$ cat src/hw/rtl/mevs_pkg.sv
// Shared types and constants for the missing energy vector sum block.
package mevs_pkg;

	localparam int unsigned SUM_W      = 22;
	localparam int unsigned ABS_W      = SUM_W - 1;
	localparam int unsigned PROD_W     = 2 * ABS_W;
	localparam int unsigned MSQ_W      = 32;
	localparam int unsigned ROOT_W     = MSQ_W / 2;
	localparam int unsigned ROOT_STEPS = MSQ_W / 2;
	localparam int unsigned SUM_CAP    = 2097151;
	localparam int unsigned IN_DATA_W  = 32;
	localparam int unsigned IN_USER_W  = 2;
	localparam int unsigned OUT_DATA_W = 96;

	// tuser bit positions on the input side
	localparam int unsigned USER_SIDE  = 0;
	localparam int unsigned USER_VALID = 1;

	typedef struct packed {
		logic accum;     // record beat taken
		logic sq_en;     // register a square
		logic sq_sel;    // 0: x component, 1: y component
		logic add_en;    // add squares, saturate, seed root
		logic root_step; // one root digit
		logic load;      // load output register
	} ctrl_cmd_t;

endpackage

$ cat src/hw/rtl/mevs_dp.sv
// Datapath: saturating accumulators, shared squarer, saturating add, digit-serial root.
module mevs_dp #(
	parameter int unsigned MAX_RECORDS = 16
) (
	input  logic                                clk,
	input  logic                                arst_n,
	input  mevs_pkg::ctrl_cmd_t                 cmd,
	input  logic signed [15:0]                  part_ex,
	input  logic signed [15:0]                  part_ey,
	input  logic                                fpga_side,
	input  logic                                record_valid,
	input  logic                                event_last,
	output logic [mevs_pkg::OUT_DATA_W-1:0]     result
);

	localparam int unsigned SumW    = mevs_pkg::SUM_W;
	localparam int unsigned LimRaw  = MAX_RECORDS * 65536;
	localparam int unsigned Lim     = (LimRaw > mevs_pkg::SUM_CAP) ? mevs_pkg::SUM_CAP : LimRaw;
	localparam logic signed [SumW:0] SumHi = (SumW+1)'(Lim);
	localparam logic signed [SumW:0] SumLo = -SumHi;

	logic signed [SumW-1:0]            sum_x_q, sum_y_q;
	logic signed [SumW-1:0]            mx_q, my_q;
	logic [mevs_pkg::PROD_W-1:0]       sqx_q, sqy_q;
	logic [mevs_pkg::MSQ_W-1:0]        msq_q, rem_q, root_q, bit_q;
	logic [mevs_pkg::OUT_DATA_W-1:0]   result_q;

	logic signed [17:0]                dx, dy;
	logic signed [SumW:0]              add_x, add_y, sat_x, sat_y, neg_x, neg_y;
	logic [mevs_pkg::ABS_W-1:0]        ax, ay, op;
	logic [mevs_pkg::PROD_W-1:0]       prod;
	logic [mevs_pkg::PROD_W:0]         sq_sum;
	logic [mevs_pkg::MSQ_W-1:0]        msq_sat, trial;

	function automatic logic signed [SumW:0] sat(input logic signed [SumW:0] v);
		if (v > SumHi)
			return SumHi;
		else if (v < SumLo)
			return SumLo;
		else
			return v;
	endfunction

	always_comb begin
		dx = {part_ex[15], part_ex, 1'b0};
		dy = {part_ey[15], part_ey, 1'b0};
		if (!fpga_side) begin
			dx = -dx;
			dy = -dy;
		end
		if (!record_valid) begin
			dx = '0;
			dy = '0;
		end
		add_x = {sum_x_q[SumW-1], sum_x_q} + (SumW+1)'(dx);
		add_y = {sum_y_q[SumW-1], sum_y_q} + (SumW+1)'(dy);
		sat_x = sat(add_x);
		sat_y = sat(add_y);
		neg_x = -sat_x;
		neg_y = -sat_y;
	end

	// magnitudes stay below 2^21 since the limit is symmetric
	assign ax = mx_q[SumW-1] ? mevs_pkg::ABS_W'(-mx_q) : mevs_pkg::ABS_W'(mx_q);
	assign ay = my_q[SumW-1] ? mevs_pkg::ABS_W'(-my_q) : mevs_pkg::ABS_W'(my_q);
	assign op = cmd.sq_sel ? ay : ax;
	assign prod = op * op;

	assign sq_sum  = {1'b0, sqx_q} + {1'b0, sqy_q};
	assign msq_sat = (|sq_sum[mevs_pkg::PROD_W:mevs_pkg::MSQ_W]) ? '1
		: sq_sum[mevs_pkg::MSQ_W-1:0];
	assign trial = root_q + bit_q;

	always_ff @(posedge clk or negedge arst_n) begin
		if (!arst_n) begin
			sum_x_q <= '0;
			sum_y_q <= '0;
		end else if (cmd.accum) begin
			if (event_last) begin
				sum_x_q <= '0;
				sum_y_q <= '0;
			end else begin
				sum_x_q <= sat_x[SumW-1:0];
				sum_y_q <= sat_y[SumW-1:0];
			end
		end
	end

	always_ff @(posedge clk) begin
		if (cmd.accum && event_last) begin
			mx_q <= neg_x[SumW-1:0];
			my_q <= neg_y[SumW-1:0];
		end
		if (cmd.sq_en) begin
			if (cmd.sq_sel)
				sqy_q <= prod;
			else
				sqx_q <= prod;
		end
		if (cmd.add_en) begin
			msq_q  <= msq_sat;
			rem_q  <= msq_sat;
			root_q <= '0;
			bit_q  <= mevs_pkg::MSQ_W'(1) << (mevs_pkg::MSQ_W - 2);
		end else if (cmd.root_step) begin
			if (rem_q >= trial) begin
				rem_q  <= rem_q - trial;
				root_q <= (root_q >> 1) + bit_q;
			end else begin
				root_q <= root_q >> 1;
			end
			bit_q <= bit_q >> 2;
		end
		if (cmd.load)
			result_q <= {4'b0000, root_q[mevs_pkg::ROOT_W-1:0], msq_q, my_q, mx_q};
	end

	assign result = result_q;

endmodule

$ cat src/hw/rtl/mevs_ctrl.sv
// Controller: accumulate phase, square and root sequence, output register handshake.
module mevs_ctrl (
	input  logic                clk,
	input  logic                arst_n,
	input  logic                s_tvalid,
	input  logic                s_tlast,
	output logic                s_tready,
	output logic                m_tvalid,
	input  logic                m_tready,
	output mevs_pkg::ctrl_cmd_t cmd
);

	localparam logic [2:0] ST_ACC  = 3'd0;
	localparam logic [2:0] ST_SQX  = 3'd1;
	localparam logic [2:0] ST_SQY  = 3'd2;
	localparam logic [2:0] ST_ADD  = 3'd3;
	localparam logic [2:0] ST_ROOT = 3'd4;
	localparam logic [2:0] ST_LOAD = 3'd5;

	localparam int unsigned CntW = $clog2(mevs_pkg::ROOT_STEPS);
	localparam logic [CntW-1:0] CntLast = CntW'(mevs_pkg::ROOT_STEPS - 1);

	logic [2:0]      state_q, state_d;
	logic [CntW-1:0] cnt_q;
	logic            m_tvalid_q;
	logic            accept, load;

	assign s_tready = (state_q == ST_ACC);
	assign accept   = s_tvalid && s_tready;
	assign load     = (state_q == ST_LOAD) && (!m_tvalid_q || m_tready);
	assign m_tvalid = m_tvalid_q;

	always_comb begin
		cmd           = '0;
		cmd.accum     = accept;
		cmd.sq_en     = (state_q == ST_SQX) || (state_q == ST_SQY);
		cmd.sq_sel    = (state_q == ST_SQY);
		cmd.add_en    = (state_q == ST_ADD);
		cmd.root_step = (state_q == ST_ROOT);
		cmd.load      = load;
	end

	always_comb begin
		state_d = state_q;
		case (state_q)
			ST_ACC:  if (accept && s_tlast) state_d = ST_SQX;
			ST_SQX:  state_d = ST_SQY;
			ST_SQY:  state_d = ST_ADD;
			ST_ADD:  state_d = ST_ROOT;
			ST_ROOT: if (cnt_q == CntLast) state_d = ST_LOAD;
			ST_LOAD: if (load) state_d = ST_ACC;
			default: state_d = ST_ACC;
		endcase
	end

	always_ff @(posedge clk or negedge arst_n) begin
		if (!arst_n) begin
			state_q    <= ST_ACC;
			cnt_q      <= '0;
			m_tvalid_q <= 1'b0;
		end else begin
			state_q <= state_d;
			if (state_q == ST_ADD)
				cnt_q <= '0;
			else if (state_q == ST_ROOT)
				cnt_q <= cnt_q + 1'b1;
			if (load)
				m_tvalid_q <= 1'b1;
			else if (m_tready)
				m_tvalid_q <= 1'b0;
		end
	end

endmodule

$ cat src/hw/rtl/missing_energy_vector_sum.sv
// Top level of the missing energy vector sum block.
//
//   channel  dir  tdata (low bit up)                           tuser / tlast
//   s_*      in   part_ex[15:0], part_ey[31:16]                tuser: fpga_side, record_valid;
//                                                              tlast: event_last
//   m_*      out  missing_ex[21:0], missing_ey[43:22],         none
//                 magnitude_squared[75:44], magnitude[91:76]
//
// A record beat without tlast is taken at once in the accumulate phase. A beat with tlast closes the event; the
// result is then formed in two squarer steps, one add, 16 root digits and one load,
// during which s_tready is low; the load waits while the previous result is still unread.
// The root unit resolves one bit per cycle.
// The result waits in the output register; records of the next event are taken meanwhile.
// Asynchronous reset clears the sums and the control state.
module missing_energy_vector_sum #(
	parameter int unsigned MAX_RECORDS = 16
) (
	input  logic                                clk,
	input  logic                                arst_n,
	input  logic                                s_tvalid,
	output logic                                s_tready,
	input  logic [mevs_pkg::IN_DATA_W-1:0]      s_tdata,  // part_ex, part_ey
	input  logic [mevs_pkg::IN_USER_W-1:0]      s_tuser,  // fpga_side, record_valid
	input  logic                                s_tlast,
	output logic                                m_tvalid,
	input  logic                                m_tready,
	output logic [mevs_pkg::OUT_DATA_W-1:0]     m_tdata   // missing_ex, missing_ey,
	                                                      // magnitude_squared, magnitude
);

	mevs_pkg::ctrl_cmd_t cmd;

	mevs_ctrl u_ctrl (
		.clk      (clk),
		.arst_n   (arst_n),
		.s_tvalid (s_tvalid),
		.s_tlast  (s_tlast),
		.s_tready (s_tready),
		.m_tvalid (m_tvalid),
		.m_tready (m_tready),
		.cmd      (cmd)
	);

	mevs_dp #(
		.MAX_RECORDS (MAX_RECORDS)
	) u_dp (
		.clk          (clk),
		.arst_n       (arst_n),
		.cmd          (cmd),
		.part_ex      (s_tdata[15:0]),
		.part_ey      (s_tdata[31:16]),
		.fpga_side    (s_tuser[mevs_pkg::USER_SIDE]),
		.record_valid (s_tuser[mevs_pkg::USER_VALID]),
		.event_last   (s_tlast),
		.result       (m_tdata)
	);

endmodule

$ cat config.mk
export PLATFORM = sky130hd
export DESIGN_NAME = missing_energy_vector_sum
export DESIGN_NICKNAME = d
export VERILOG_FILES = /design/src/hw/rtl/mevs_pkg.sv /design/src/hw/rtl/mevs_dp.sv /design/src/hw/rtl/mevs_ctrl.sv /design/src/hw/rtl/missing_energy_vector_sum.sv
export SDC_FILE = /design/constraint.sdc
export NUM_CORES = 2
export LEC_CHECK = 0
export BUFFER_PORTS_ARGS = -buffer_cell sky130_fd_sc_hd__buf_2
export CAP_MARGIN = 0
export CORE_UTILIZATION = 49
export DETAILED_ROUTE_END_ITERATION = 8
export PLACE_DENSITY = 0.66
export SYNTH_ARGS = -nofsm -noshare
export SYNTH_HDL_FRONTEND = slang
export SYNTH_SLANG_ARGS = --single-unit
$ cat constraint.sdc
create_clock -name clk -period 13.2 [get_ports clk]
set_input_delay 0 -clock clk [delete_from_list [all_inputs] [get_ports clk]]
set_output_delay 0 -clock clk [all_outputs]
set_load 0.1 [all_outputs]
==> flow_summary_export.csv <==
group,metric,value,unit
run_status,status,"complete, no violations",
routing,drtPass1Iterations,6,
routing,dr_total_vias,27270,
floorplan,boundaryPins,137,
clocking,clock_path_buffers,3,
timing,setup_tns,0,ns
logic_synthesis,netlist_top_cells_area,"edfxtp_1 23%, fa_1 18%, ha_1 11%",
worst_setup_path,path_max_fanout,18,
worst_setup_path,slowest_delay,0.74,ns
finish,syn_to_final_growth,8.872,%
finish,finalCoreUtilization,53.89,%
timing,layout_min_cycle_time,10.68,ns
global_routing,grt_max_degree,90,
clocking,cts-buffers-inserted,45,
global_routing,antenna_found_initial,0,
routing,dr_wl_met3,5072,µm
routing,wl_met2,41560,µm
place,place_congestion,0.9127,
finish,drive_above_1_share,7.617,%
timing,worst_slew_pin_slew,1.193,ns
finish,layout.nets,4515,
timing,setup_viol,0,
place,port_buffers,132,
logic_synthesis,syn_avg_cell_area,9.610,µm²
floorplan,die_y,273.5,µm
logic_synthesis,synth_edf_count,282,
floorplan,rows,99,
clocking,ctsHtreeMaxLevel,2,
worst_setup_path,worst_path_most_repeated_cell,"fa_1",
routing,viasPerCell,5.627,
routing,postRouteAntennaNets,0,
routing,drc,0,
logic_synthesis,synthTopCellsByCount,"496 x inv_1, 321 x nor2_1, 320 x fa_1, 320 x nand2_1, 305 x ha_1",
worst_setup_path,cp.arrival,11.01,ns
routing,drt-met1-wl,38810,µm
global_routing,grt_overflow_total,0,
routing,post_drt_wl_per_cell,18.36,µm
floorplan,fp.coreArea,72960,µm²
flow_run,drv_cap,0,
logic_synthesis,yosysMostFrequentCell,"inv_1",
timing,slew_headroom,20.28,%
global_routing,grt_util_all_layers,24.25,%
clocking,clk_latency,0.61,ns
global_routing,grt_pass1_wl,144800,µm
timing,final_hold_viol_count,0,
logic_synthesis,ys_warn_count,0,
logic_synthesis,synth_ff_type,"edfxtp_1",
clocking,cts_tree,"yes",
routing,drt_iter0_markers,1953,
worst_setup_path,cp_slowest_cell,"clkinv_1",
worst_setup_path,critPathLaunchType,"flip-flop",
logic_synthesis,synthDistinctLibCells,89,
timing,rsz0062_at_grt,"no",
worst_setup_path,required,13.53,ns
timing,slew_viol_final,0,
clocking,numClockSinks,382,
worst_setup_path,worstSetupPathType,"reg2reg",
place,dpl.hpwl,69280,µm
worst_setup_path,critPathCaptureType,"flip-flop",
routing,wl,88990,µm
global_routing,first_global_vias,27470,
logic_synthesis,netlist.area_leader.share,23.45,%
logic_synthesis,async_flop_share,13.61,%
timing,fmax,93.62,MHz
logic_synthesis,synthesis.area,36120,µm²
floorplan,die_area,74800,µm²
routing,top_layer,"met4",
logic_synthesis,synth_seq_area_share,29.71,%
floorplan,die_w,273.5,µm
timing,period_share,80.92,%
logic_synthesis,syn_inst,3758,
floorplan,initial_utilization,49.50,%
clocking,path_clk_slew,0.06,ns
logic_synthesis,yosysTopAreaCell,"edfxtp_1",
worst_hold_path,hp-class,"in2reg",
timing,skew,0.03670,ns
clocking,cts-resized-gates,0,
clocking,cts-root-buf,"clkbuf_16",
logic_synthesis,ys_ff_latch,382,
## state kept, by name, summed over array words and instances (netlist names), 3 cells and up
| name | cells |
|---|---|
| u_dp.sum_x_q | 22 |
| u_dp.result | 92 |
| u_dp.root_q | 32 |
| u_dp.my_q | 22 |
| u_ctrl.cnt_q | 4 |
| u_dp.msq_q | 32 |
| u_dp.bit_q | 16 |
| u_dp.mx_q | 22 |
| u_dp.sum_y_q | 22 |
| u_ctrl.state_q | 3 |
| u_dp.rem_q | 32 |
| u_dp.sqy_q | 41 |
| u_dp.sqx_q | 41 |
## what timing repair did
action	CTS	global route
setup endpoints to repair	0	0
hold endpoints to repair	57	0
buffers inserted	0	0
hold buffers	3	0
## kinds of logic after synthesis
group                      Yosys count  synth area share [%]
AOI/OAI and AO/OA                  822                 15.23
adders and majority gates          625                 28.30
xor gates and xnor gates           251                 6.087
buffers and inverters              624                 6.579
DFF                                382                 29.71
and+or+nand+nor                   1019                 13.10
other                                1               0.01038
muxes                               34                0.9735
## per-layer routing
metal  vias to the layer above  track usage [%]
li1                      13160                -
met1                     13200            31.69
met2                       725            40.31
met3                       186            3.974
met4                         0            9.174
met5                         -                0
## layout make-up
type	count	area (µm²)
Antenna cell	1	2.502
Clock buffer	57	1202
Clock inverter	25	315.3
Fill cell	6521	33640
Inverter	503	1888
Multi-Input combinational cell	2755	23070
Sequential cell	382	10730
Tap cell	959	1200
Timing Repair Buffer	164	908.4
## cells in the final DEF (no fill, tap or decap), types with 12 or more instances in the layout
master / instances
a22o_1: 29
or4_1: 20
edfxtp_1: 282
xor2_1: 121
buf_2: 132
nor2_1: 316
a31o_2: 12
a32o_1: 13
nand2b_1: 29
fa_1: 320
xnor2_1: 130
nor2b_1: 33
nand4_1: 25
o211ai_1: 18
clkbuf_16: 46
buf_4: 29
nand3_1: 53
o21bai_1: 33
a21o_1: 58
or2_2: 15
o31ai_1: 23
a21oi_1: 157
and2_1: 38
a31oi_1: 66
a21boi_0: 14
dfrtp_1: 52
ha_1: 305
mux2i_1: 25
clkinv_1: 12
inv_1: 496
dfxtp_1: 48
o21a_1: 43
a211o_1: 14
nand2_1: 319
a211oi_1: 30
nor4_1: 12
nor3_1: 69
or3_1: 30
and3_1: 19
o21ai_0: 194
## path summary, 6_finish.rpt
path | startpoint | slack [ns] | to | depth (start not counted)
worst max-delay path | u_dp.mx_q[5]$_DFFE_PP_ | 2.52 | u_dp.sqx_q[41]$_DFFE_PP_ | 33
min in group asynchronous | arst_n | 0.11 | u_dp.sum_x_q[13]$_DFFE_PN0P_ | 3
worst max register to register | u_dp.mx_q[5]$_DFFE_PP_ | 2.52 | u_dp.sqx_q[41]$_DFFE_PP_ | 33
max in group asynchronous | arst_n | 12.58 | u_ctrl.state_q[1]$_DFFE_PN0P_ | 3
worst min register to register | u_dp.msq_q[2]$_DFFE_PP_ | 0.42 | u_dp.result[46]$_DFFE_PP_ | 0
worst min-delay path | s_tdata[16] | 0.06 | u_dp.sum_y_q[1]$_DFFE_PN0P_ | 4
## through the flow
step | worst slack, ns | hold slack (ns) | instances | cell area (µm²)
after floorplan | 3.506 | -0.2956 | 3761 | 36130
after global placement | 2.931 | 0.1847 | 4760 | 37770
after detailed placement | 2.652 | 0.1934 | 4760 | 37770
after CTS | 2.606 | 0.03510 | 4845 | 39320
after global routing | 2.051 | 0.08219 | 4845 | 39320
final | 2.519 | 0.06373 | 4846 | 39320
## worst max-delay path: cells and delay by family, from the launching register on
family	cells	cell delay [ns]
flops	1	0.46
xor+xnor	2	0.30
simple gates	6	2.09
compound gates	10	2.56
fa+ha+maj	8	3.89
buf+inv	7	1.09
Power is not shown: default switching activity piles up to over one toggle a cycle in this logic, so the estimate is an artifact.
